`config.mk`:
```
export PLATFORM = sky130hd
export DESIGN_NAME = line_rasterizer_core
export DESIGN_NICKNAME = d
export VERILOG_FILES = /design/src/hw/rtl/lr_pkg.sv /design/src/hw/rtl/lr_front.sv /design/src/hw/rtl/lr_cmd_queue.sv /design/src/hw/rtl/lr_back.sv /design/src/hw/rtl/line_rasterizer_core.sv
export SDC_FILE = /design/constraint.sdc
export NUM_CORES = 1
export LEC_CHECK = 0
export BUFFER_PORTS_ARGS = -buffer_cell sky130_fd_sc_hd__buf_2
export CAP_MARGIN = 20
export CORE_MARGIN = 2
export CORE_UTILIZATION = 62
export DETAILED_ROUTE_END_ITERATION = 6
export PLACE_DENSITY = 0.86
export SYNTH_ARGS = -nofsm -noshare
export SYNTH_HDL_FRONTEND = slang
export SYNTH_SLANG_ARGS = --single-unit
```
`constraint.sdc`:
```
create_clock -name clk -period 5.7 [get_ports clk]
set_input_delay 0.855 -clock clk [delete_from_list [all_inputs] [get_ports clk]]
set_output_delay 0.855 -clock clk [all_outputs]
set_load 0.05 [all_outputs]
```
`src/hw/rtl/lr_pkg.sv`:
```
// ----------------------------------------------------------------------------
// lr_pkg
// Shared widths, command and result types, and colour decoding for the
// line rasterizer.
// ----------------------------------------------------------------------------
package lr_pkg;

  localparam int COORD_BITS = 10;
  localparam int ERR_BITS   = COORD_BITS + 2;

  typedef logic [COORD_BITS-1:0]      coord_t;
  typedef logic signed [ERR_BITS-1:0] err_t;

  localparam logic MODE_LOAD = 1'b0;
  localparam logic MODE_STEP = 1'b1;

  localparam logic [2:0] COLOUR_WHITE      = 3'd0;
  localparam logic [2:0] COLOUR_RED        = 3'd1;
  localparam logic [2:0] COLOUR_GREEN      = 3'd2;
  localparam logic [2:0] COLOUR_BLUE       = 3'd3;
  localparam logic [2:0] COLOUR_RED_GREEN  = 3'd4;
  localparam logic [2:0] COLOUR_RED_BLUE   = 3'd5;
  localparam logic [2:0] COLOUR_GREEN_BLUE = 3'd6;

  typedef struct packed {
    logic       is_load;
    coord_t     start_x;
    coord_t     start_y;
    coord_t     major_end;
    coord_t     major_delta;
    coord_t     minor_delta;
    logic       x_is_major;
    logic       x_step_down;
    logic       y_step_down;
    logic [2:0] colour;
  } cmd_t;

  typedef struct packed {
    logic   pixel_valid;
    coord_t pixel_x;
    coord_t pixel_y;
    logic   red_on;
    logic   green_on;
    logic   blue_on;
    logic   last_pixel;
  } res_t;

  // bit 0 red, bit 1 green, bit 2 blue
  function automatic logic [2:0] colour_mask(input logic [2:0] code);
    logic [2:0] m;
    case (code)
      COLOUR_WHITE:      m = 3'b111;
      COLOUR_RED:        m = 3'b001;
      COLOUR_GREEN:      m = 3'b010;
      COLOUR_BLUE:       m = 3'b100;
      COLOUR_RED_GREEN:  m = 3'b011;
      COLOUR_RED_BLUE:   m = 3'b101;
      COLOUR_GREEN_BLUE: m = 3'b110;
      default:           m = 3'b000;
    endcase
    return m;
  endfunction

endpackage

```
`src/hw/rtl/lr_front.sv`:
```
// ----------------------------------------------------------------------------
// lr_front
// Request intake: classifies load and step requests and works out the
// line setup (deltas, directions, major axis) for loads.
// ----------------------------------------------------------------------------
module lr_front
  import lr_pkg::*;
(
  input  logic       push,
  input  logic       q_full,
  input  logic       mode,
  input  coord_t     start_x,
  input  coord_t     start_y,
  input  coord_t     end_x,
  input  coord_t     end_y,
  input  logic [2:0] colour_code,
  output logic       q_wr,
  output cmd_t       q_data
);

  logic   x_down;
  logic   y_down;
  coord_t adx;
  coord_t ady;
  logic   x_major;

  always_comb begin
    x_down  = end_x < start_x;
    y_down  = end_y < start_y;
    adx     = x_down ? (start_x - end_x) : (end_x - start_x);
    ady     = y_down ? (start_y - end_y) : (end_y - start_y);
    x_major = adx >= ady;

    q_wr                = push && !q_full;
    q_data.is_load      = (mode == MODE_LOAD);
    q_data.start_x      = start_x;
    q_data.start_y      = start_y;
    q_data.major_end    = x_major ? end_x : end_y;
    q_data.major_delta  = x_major ? adx : ady;
    q_data.minor_delta  = x_major ? ady : adx;
    q_data.x_is_major   = x_major;
    q_data.x_step_down  = x_down;
    q_data.y_step_down  = y_down;
    q_data.colour       = colour_code;
  end

endmodule

```
`src/hw/rtl/lr_cmd_queue.sv`:
```
// ----------------------------------------------------------------------------
// lr_cmd_queue
// Two-entry command queue between the intake and the stepping engine.
// ----------------------------------------------------------------------------
module lr_cmd_queue
  import lr_pkg::*;
(
  input  logic clk,
  input  logic rst,
  input  logic wr_en,
  input  cmd_t wr_data,
  output logic full,
  input  logic rd_en,
  output cmd_t rd_data,
  output logic empty
);

  cmd_t       mem [2];
  logic       wr_ptr;
  logic       rd_ptr;
  logic [1:0] count;

  assign full    = (count == 2'd2);
  assign empty   = (count == 2'd0);
  assign rd_data = mem[rd_ptr];

  always_ff @(posedge clk) begin
    if (rst) begin
      wr_ptr <= 1'b0;
      rd_ptr <= 1'b0;
      count  <= 2'd0;
    end else begin
      if (wr_en) begin
        wr_ptr <= ~wr_ptr;
      end
      if (rd_en) begin
        rd_ptr <= ~rd_ptr;
      end
      count <= count + {1'b0, wr_en} - {1'b0, rd_en};
    end
  end

  always_ff @(posedge clk) begin
    if (wr_en) begin
      mem[wr_ptr] <= wr_data;
    end
  end

endmodule

```
`src/hw/rtl/lr_back.sv`:
```
// ----------------------------------------------------------------------------
// lr_back
// Stepping engine: holds the active line, advances it one pixel per step
// request and queues results in a two-entry output buffer.
// ----------------------------------------------------------------------------
module lr_back
  import lr_pkg::*;
(
  input  logic clk,
  input  logic rst,
  input  logic cmd_empty,
  input  cmd_t cmd,
  output logic cmd_pop,
  input  logic res_pop,
  output logic res_empty,
  output res_t res
);

  coord_t     cur_x;
  coord_t     cur_y;
  coord_t     major_end;
  coord_t     major_delta;
  coord_t     minor_delta;
  err_t       error_acc;
  logic       x_is_major;
  logic       x_step_down;
  logic       y_step_down;
  logic [2:0] held_colour;
  logic       line_active;

  res_t       res_mem [2];
  logic       res_wr_ptr;
  logic       res_rd_ptr;
  logic [1:0] res_count;

  logic       take;
  logic       res_push;
  logic       res_take;
  logic       minor_step;
  err_t       err_sub;
  err_t       error_acc_next;
  coord_t     x_minor;
  coord_t     y_minor;
  coord_t     cur_x_next;
  coord_t     cur_y_next;
  logic       line_done;
  logic [2:0] mask;
  res_t       res_new;

  assign take      = !cmd_empty && (res_count != 2'd2);
  assign cmd_pop   = take;
  assign res_push  = take && !cmd.is_load;
  assign res_empty = (res_count == 2'd0);
  assign res_take  = res_pop && !res_empty;
  assign res       = res_mem[res_rd_ptr];

  always_comb begin
    minor_step = error_acc > 0;
    err_sub    = minor_step ? (error_acc - err_t'({2'b00, major_delta})) : error_acc;
    error_acc_next = err_sub + err_t'({2'b00, minor_delta});

    x_minor = cur_x;
    y_minor = cur_y;
    if (minor_step) begin
      if (x_is_major) begin
        y_minor = y_step_down ? (cur_y - coord_t'(1)) : (cur_y + coord_t'(1));
      end else begin
        x_minor = x_step_down ? (cur_x - coord_t'(1)) : (cur_x + coord_t'(1));
      end
    end
    cur_x_next = x_minor;
    cur_y_next = y_minor;
    if (x_is_major) begin
      cur_x_next = x_step_down ? (x_minor - coord_t'(1)) : (x_minor + coord_t'(1));
    end else begin
      cur_y_next = y_step_down ? (y_minor - coord_t'(1)) : (y_minor + coord_t'(1));
    end
    line_done = x_is_major ? (cur_x_next == major_end) : (cur_y_next == major_end);

    mask    = colour_mask(held_colour);
    res_new = '0;
    if (line_active) begin
      res_new.pixel_valid = 1'b1;
      res_new.pixel_x     = cur_x;
      res_new.pixel_y     = cur_y;
      res_new.red_on      = mask[0];
      res_new.green_on    = mask[1];
      res_new.blue_on     = mask[2];
      res_new.last_pixel  = line_done;
    end
  end

  always_ff @(posedge clk) begin
    if (rst) begin
      cur_x       <= '0;
      cur_y       <= '0;
      major_end   <= '0;
      major_delta <= '0;
      minor_delta <= '0;
      error_acc   <= '0;
      x_is_major  <= 1'b1;
      x_step_down <= 1'b0;
      y_step_down <= 1'b0;
      held_colour <= 3'd0;
      line_active <= 1'b0;
    end else if (take) begin
      if (cmd.is_load) begin
        cur_x       <= cmd.start_x;
        cur_y       <= cmd.start_y;
        major_end   <= cmd.major_end;
        major_delta <= cmd.major_delta;
        minor_delta <= cmd.minor_delta;
        error_acc   <= '0;
        x_is_major  <= cmd.x_is_major;
        x_step_down <= cmd.x_step_down;
        y_step_down <= cmd.y_step_down;
        held_colour <= cmd.colour;
        line_active <= (cmd.major_delta != '0);
      end else if (line_active) begin
        cur_x       <= cur_x_next;
        cur_y       <= cur_y_next;
        error_acc   <= error_acc_next;
        line_active <= !line_done;
      end
    end
  end

  always_ff @(posedge clk) begin
    if (rst) begin
      res_wr_ptr <= 1'b0;
      res_rd_ptr <= 1'b0;
      res_count  <= 2'd0;
    end else begin
      if (res_push) begin
        res_wr_ptr <= ~res_wr_ptr;
      end
      if (res_take) begin
        res_rd_ptr <= ~res_rd_ptr;
      end
      res_count <= res_count + {1'b0, res_push} - {1'b0, res_take};
    end
  end

  always_ff @(posedge clk) begin
    if (res_push) begin
      res_mem[res_wr_ptr] <= res_new;
    end
  end

endmodule

```
`src/hw/rtl/line_rasterizer_core.sv`:
```
// ----------------------------------------------------------------------------
// line_rasterizer_core
// Bresenham line rasterizer with queue-style request and result ports.
// ----------------------------------------------------------------------------
// A request is taken every clock while full is low. A load request (mode 0)
// sets up a line and gives no result; each step request (mode 1) gives one
// result, the next pixel with its channel mask, or pixel_valid low once the
// line is finished. Requests sustain one per cycle while results are popped.
// A result reaches the result ports once the stepping engine has taken its
// request from the two-entry command queue, which it does while the output
// buffer has room; its error update then writes the result into a two-entry
// output buffer, where it stays until popped.
module line_rasterizer_core
  import lr_pkg::*;
(
  input  logic       clk,
  input  logic       rst,
  input  logic       push,
  output logic       full,
  input  logic       mode,
  input  coord_t     start_x,
  input  coord_t     start_y,
  input  coord_t     end_x,
  input  coord_t     end_y,
  input  logic [2:0] colour_code,
  output logic       empty,
  input  logic       pop,
  output logic       pixel_valid,
  output coord_t     pixel_x,
  output coord_t     pixel_y,
  output logic       red_on,
  output logic       green_on,
  output logic       blue_on,
  output logic       last_pixel
);

  logic q_wr;
  cmd_t q_wdata;
  logic q_empty;
  cmd_t q_rdata;
  logic q_rd;
  res_t res;

  lr_front u_front (
    .push        (push),
    .q_full      (full),
    .mode        (mode),
    .start_x     (start_x),
    .start_y     (start_y),
    .end_x       (end_x),
    .end_y       (end_y),
    .colour_code (colour_code),
    .q_wr        (q_wr),
    .q_data      (q_wdata)
  );

  lr_cmd_queue u_queue (
    .clk     (clk),
    .rst     (rst),
    .wr_en   (q_wr),
    .wr_data (q_wdata),
    .full    (full),
    .rd_en   (q_rd),
    .rd_data (q_rdata),
    .empty   (q_empty)
  );

  lr_back u_back (
    .clk       (clk),
    .rst       (rst),
    .cmd_empty (q_empty),
    .cmd       (q_rdata),
    .cmd_pop   (q_rd),
    .res_pop   (pop),
    .res_empty (empty),
    .res       (res)
  );

  assign pixel_valid = res.pixel_valid;
  assign pixel_x     = res.pixel_x;
  assign pixel_y     = res.pixel_y;
  assign red_on      = res.red_on;
  assign green_on    = res.green_on;
  assign blue_on     = res.blue_on;
  assign last_pixel  = res.last_pixel;

endmodule

```
; After elaboration in Yosys (flattened, before gate mapping)
; Memories as Yosys holds them, arrays and structs flattened. A register that Yosys moved wholly into a read port is not among the register bits.
; Cells that the tools add are included.
[totals]
out_inout_bits = 27
input_bits = 48
memories = 2
elab_cells = 107
ram_bits = 164
regBits = 77
[memory_table]
columns = memory, depth, width, read_ports, rd_ports_with_merged_regs, write_ports, line_no
row1 = u_queue.mem, 2, 57, 1, 1, 1, lr_cmd_queue.sv:18  ; cmd_t mem [2];
row2 = u_back.res_mem, 2, 25, 1, 1, 1, lr_back.sv:31  ; res_t res_mem [2];
[classes]
eq_ne = 10
n_addsub = 18
bitwise_logic = 5
reduce_logical = 16
order_cmp = 4
muxes = 35
[ops]
columns = operator, n
row1 = two-way mux 10 bit, 19
row2 = "adder 10 x 1 -> 10 bit, second input constant", 4
row3 = "subtractor 10 x 1 -> 10 bit, second input constant", 4
row4 = subtractor 10 bit, 4
row5 = two-way mux 12 bit, 3
row6 = two-way mux 25 bit, 1
row7 = one-hot mux 3 bit (7 select lines), 1
row8 = equality test 10 bit, 2
row9 = less-than comparator 10 bit, 2
row10 = adder 12 x 11 -> 12 bit, 1
row11 = "greater-than comparator 12 x 1 -> 1 bit, second input constant", 1
row12 = subtractor 12 x 11 -> 12 bit, 1
row13 = two-way mux 1 bit, 11
row14 = greater-or-equal comparator 10 bit, 1
row15 = nonzero test 10 bit, 1
row16 = "equality test 3 bit, second input constant", 3
row17 = "equality test 3 x 2 -> 1 bit, second input constant", 2
row18 = zero test 1 bit, 5
row19 = NOT 1 bit, 5
row20 = adder 2 x 1 -> 2 bit, 2
row21 = logical AND 1 bit, 4
row22 = zero test 2 bit, 2
row23 = AND reduction 2 bit, 2
row24 = subtractor 2 x 1 -> 2 bit, 2
row25 = 5 further kinds, 5

; Depth between registers and ports, before layout
[logic_depth]
word_depth = 12
depth_mapped = 22
depth_no_buf = 20

; By module
; Synthesis repeated with hierarchy kept, for this count alone.
[unflattened]
hier_cells = 1442
area_unflattened_um2 = 14923.1
[modules_own_cells]
columns = mod, n_inst, area_per_inst_um2, seq_area_each_um2, cells_per_inst
row1 = lr_back, 1, 8075.2, 2982.9, 920
row2 = lr_cmd_queue, 1, 4449.3, 3523.4, 198
row3 = lr_front, 1, 2398.6, 0.0, 324

; Worst setup path before layout
; OpenSTA, ideal clock, no wires.
[synth_path]
kind = input -> register
startpoint = input port end_x[0]
endpoint = memory u_queue.mem[0][35] (netlist bit) (data pin)
cell_stages = 20
setup_ps = 262
slack_ps = 372
arrival_time_ps = 5066
path_buffers = 2
t_required_ps = 5438
path_cell_list = inv_1 > ha_1 > inv_1 > fa_1 > a21o_1 > a21oi_1 > o22ai_1 > o21ai_1 > clkbuf_1 > mux2i_1 > inv_1 > ha_1 > a21o_1 > a21o_1 > a21o_1 > a21o_1 > a2111oi_0 > o31a_1 > clkbuf_1 > mux2_2
[synth_lines]
columns = element, line_no
row1 = from (decl), line_rasterizer_core.sv:23  ; input coord_t end_x,
row2 = to (decl), lr_cmd_queue.sv:18

==> metrics <==
slew margin rel. a little under a third; Final Max Tran Viols 0; P&R area growth vs syn 11.04%; CTS tree yes; first-pass GRT wire length approximately 54000 µm; Initial Utilization between 60 and 70%; Port Buffers 74; max-cap viol count 0; Worst-Skew Late Latency about 540 ps; RSZ-0062 raised after global routing false; post_cts resized 0; clk buf depth 3; clk_skew about 19 ps; Setup TNS 0 ps; clock-pin slew on the worst setup and hold paths around 60 ps; Setup crit end kind flip-flop; Switching Fraction a little over two fifths; Final Cycle Share 93.88%; # hold bufs at CTS 0; Synth Instances 1422; clock sinks 243; Synth Warn # 0; Clk pwr share about a fifth; routed vias/inst 6.090; syn_area_per_cell between 10 and 15 µm²; CP max stage delay roughly 600 ps; Core Footprint approximately 23000 µm²; PD cells ~530 nW/µm²; maximum clock frequency ~190 MHz; sequential power share between 30% and 40%; I/O pin count 75; largest net degree at the start of global routing slightly below 60; EDFF count, synth about 160; Layout Nets 1649; Die H between 150 and 200 µm; Post-Syn Area about 14000 µm²; post-synthesis register bit count approximately 240; drt first pass iters 5; hold_sp u_back.major_delta[2]; VDD IR max 0.2704 mV; top cells by area, synth edfxtp_1 (34%), dfxtp_1 (11%), ha_1 (9.0%); DR WL/cell between 15 and 20 µm; num rows between 50 and 60; Design Power 0.008528 W; global placement routability congestion roughly 1.1; Critical Path Start end_y[0]; post-CTS setup buffer count 0; Power Internal just under 0.005 W; CP Class in2reg; clock root cell clkbuf_16; Comb power frac 48.6%; Total GRT Usage 28.03%; Final setup viols 0; share of layout cells above drive strength 1 between 10% and 20%; Initial DRC Count between 1000 and 1500; crit-path max FO 18; Most used DFF post-synth edfxtp_1; drc violations 0; sequential share of the synthesized area around 45%; critical path, cell by cell buf_2 -> inv_1 -> ha_1 -> inv_1 -> fa_1 -> a21oi_1 -> o311a_1 -> o21a_1 -> a2111oi_0 -> o311ai_0 -> a221oi_1 -> nand3_1 -> xnor2_1 -> ha_1 -> a2111oi_0 -> o31a_1 -> clkinv_1 -> buf_4 -> nand2_1 -> o21ai_0; HPWL Detailed 24960 µm; NetSw 0.003599 W; Die ar. 24580 µm²; H-Tree Level Count 1; Netlist cell types between 70 and 80; async set-reset flop share out of synthesis 0%; Hold Slack 512.3 ps; antenna viol nets, final 0; worst path arrival time 5600 ps; Final min period between 5000 and 6000 ps; initial antenna violation count 0; worst slew pin tran 1022 ps; Inserted Clock Buffers 26; GRT overflow 0; Setup crit start kind input port; worst r2r src u_back.error_acc[7]; width of the die 156.8 µm; outcome complete, no violations; Hold Vio Cnt, Final 0; Routed WL about 34000 µm; worst endpoint required time between 5000 and 6000 ps; cell leakage power 6.579 nW; Worst path slowest cell a2111oi_0; Diodes inserted 0; vias in the first global route roughly 11000; min-delay worst type reg2reg; syn nets around 1600; via count about 11000; post-synth top area cell edfxtp_1; Synth top area share 34.04%
## layout by cell type, fill, tap and decap left out, types with 10 or more instances in the layout
master / n
edfxtp_1: 164
nor2_1: 126
inv_1: 108
ha_1: 104
a21oi_1: 93
nand2_1: 81
dfxtp_1: 78
buf_2: 74
o21ai_0: 72
mux2i_1: 68
a211oi_1: 54
xnor2_1: 47
mux2_2: 34
and2_1: 31
clkbuf_16: 26
buf_4: 25
a21o_1: 24
nor3_1: 24
xor2_1: 24
nor2b_1: 19
a22oi_1: 15
nand2b_1: 13
o211ai_1: 11
nand3_1: 11
nor4_1: 10
fa_1: 10
## final timing paths
check                                             end  slack (ps)  depth (start not counted)
worst min-delay path            u_back.major_delta[2]         510                          2
worst min register to register  u_back.major_delta[2]         510                          2
worst max register to register     u_back.line_active         420                         14
worst max-delay path               u_queue.mem[0][28]         350                         20
## critical path: cells and delay by family
family                     cells  cell delay (ps)
and+or+nand+nor                2              230
adders and majority gates      3              600
AOI/OAI and AO/OA              9             2920
buffers and inverters          5              770
xor gates and xnor gates       1              220
## final cells by class
type                            count  area, µm²
Fill cell                        1638       6711
Clock inverter                     16      136.4
Inverter                          109      409.1
Sequential cell                   243       6507
Tap cell                          313      391.6
Multi-Input combinational cell   1006       7342
Timing Repair Buffer              101      600.6
Clock buffer                       31      679.4
## per-stage QoR
step | cell area [µm²] | std cells | setup WS, ps | utilization [%]
floorplan | 14470 | 1422 | 371.8 | -
global placement | 15210 | 1770 | 417.6 | 66.77
detailed placement | 15210 | 1770 | 127.1 | 66.77
CTS | 16020 | 1817 | 450.6 | 70.35
global route | 16070 | 1819 | 5.909 | 70.54
finish | 16070 | 1819 | 349.0 | 70.54
## cell families after synthesis
kind of cell | share of synthesized area [%]
compound gates | 16.46
simple gates | 11.59
flops | 44.97
buf+inv | 4.497
fa+ha+maj | 10.38
mux | 7.350
xor+xnor | 4.765
## synthesized netlist by cell type, types with 9 or more instances
cell	instances
a21o_1	24
fa_1	10
and2_1	31
nor2b_1	19
nor4_1	10
xor2_1	24
a22oi_1	15
mux2_2	34
ha_1	104
inv_1	108
nor2_1	128
clkbuf_1	56
o211ai_1	11
mux2i_1	68
nor3_1	25
nand3_1	11
xnor2_1	47
dfxtp_1	79
edfxtp_1	164
a211oi_1	54
o21a_1	9
and3_1	10
o21ai_0	73
nand2b_1	13
a21oi_1	93
nand2_1	81
## registers in the layout (all words and copies together) (netlist names), 2 cells and up, named ones only
register,flops
u_back.minor_delta,10
u_queue.count,2
u_back.held_colour,3
u_queue.mem,114
u_back.major_delta,10
u_back.res_mem,50
u_back.res_count,2
u_back.error_acc,12
u_back.cur_x,10
u_back.major_end,10
u_back.cur_y,10
## metal layers
layer  up-vias  routed length (µm)  global-route usage (%)
met3        90                2843                   3.379
met2       495               15980                   46.43
met5         -                   0                       0
li1       5317                   -                       -
met1      5176               14140                   37.75
met4         0                1296                   10.88
## power by group through the flow
stage          Sequential, W  Combinational [W]  Clock, W
2_1_floorplan        0.00269            0.00313         0
3_3_place_gp         0.00279            0.00388         0
3_5_place_dp         0.00283            0.00401         0
4_1_cts              0.00279            0.00406   0.00162
5_1_grt              0.00283            0.00454   0.00169
6_report             0.00278            0.00414   0.00160
No activity file was read; power rests on OpenSTA's default activity.
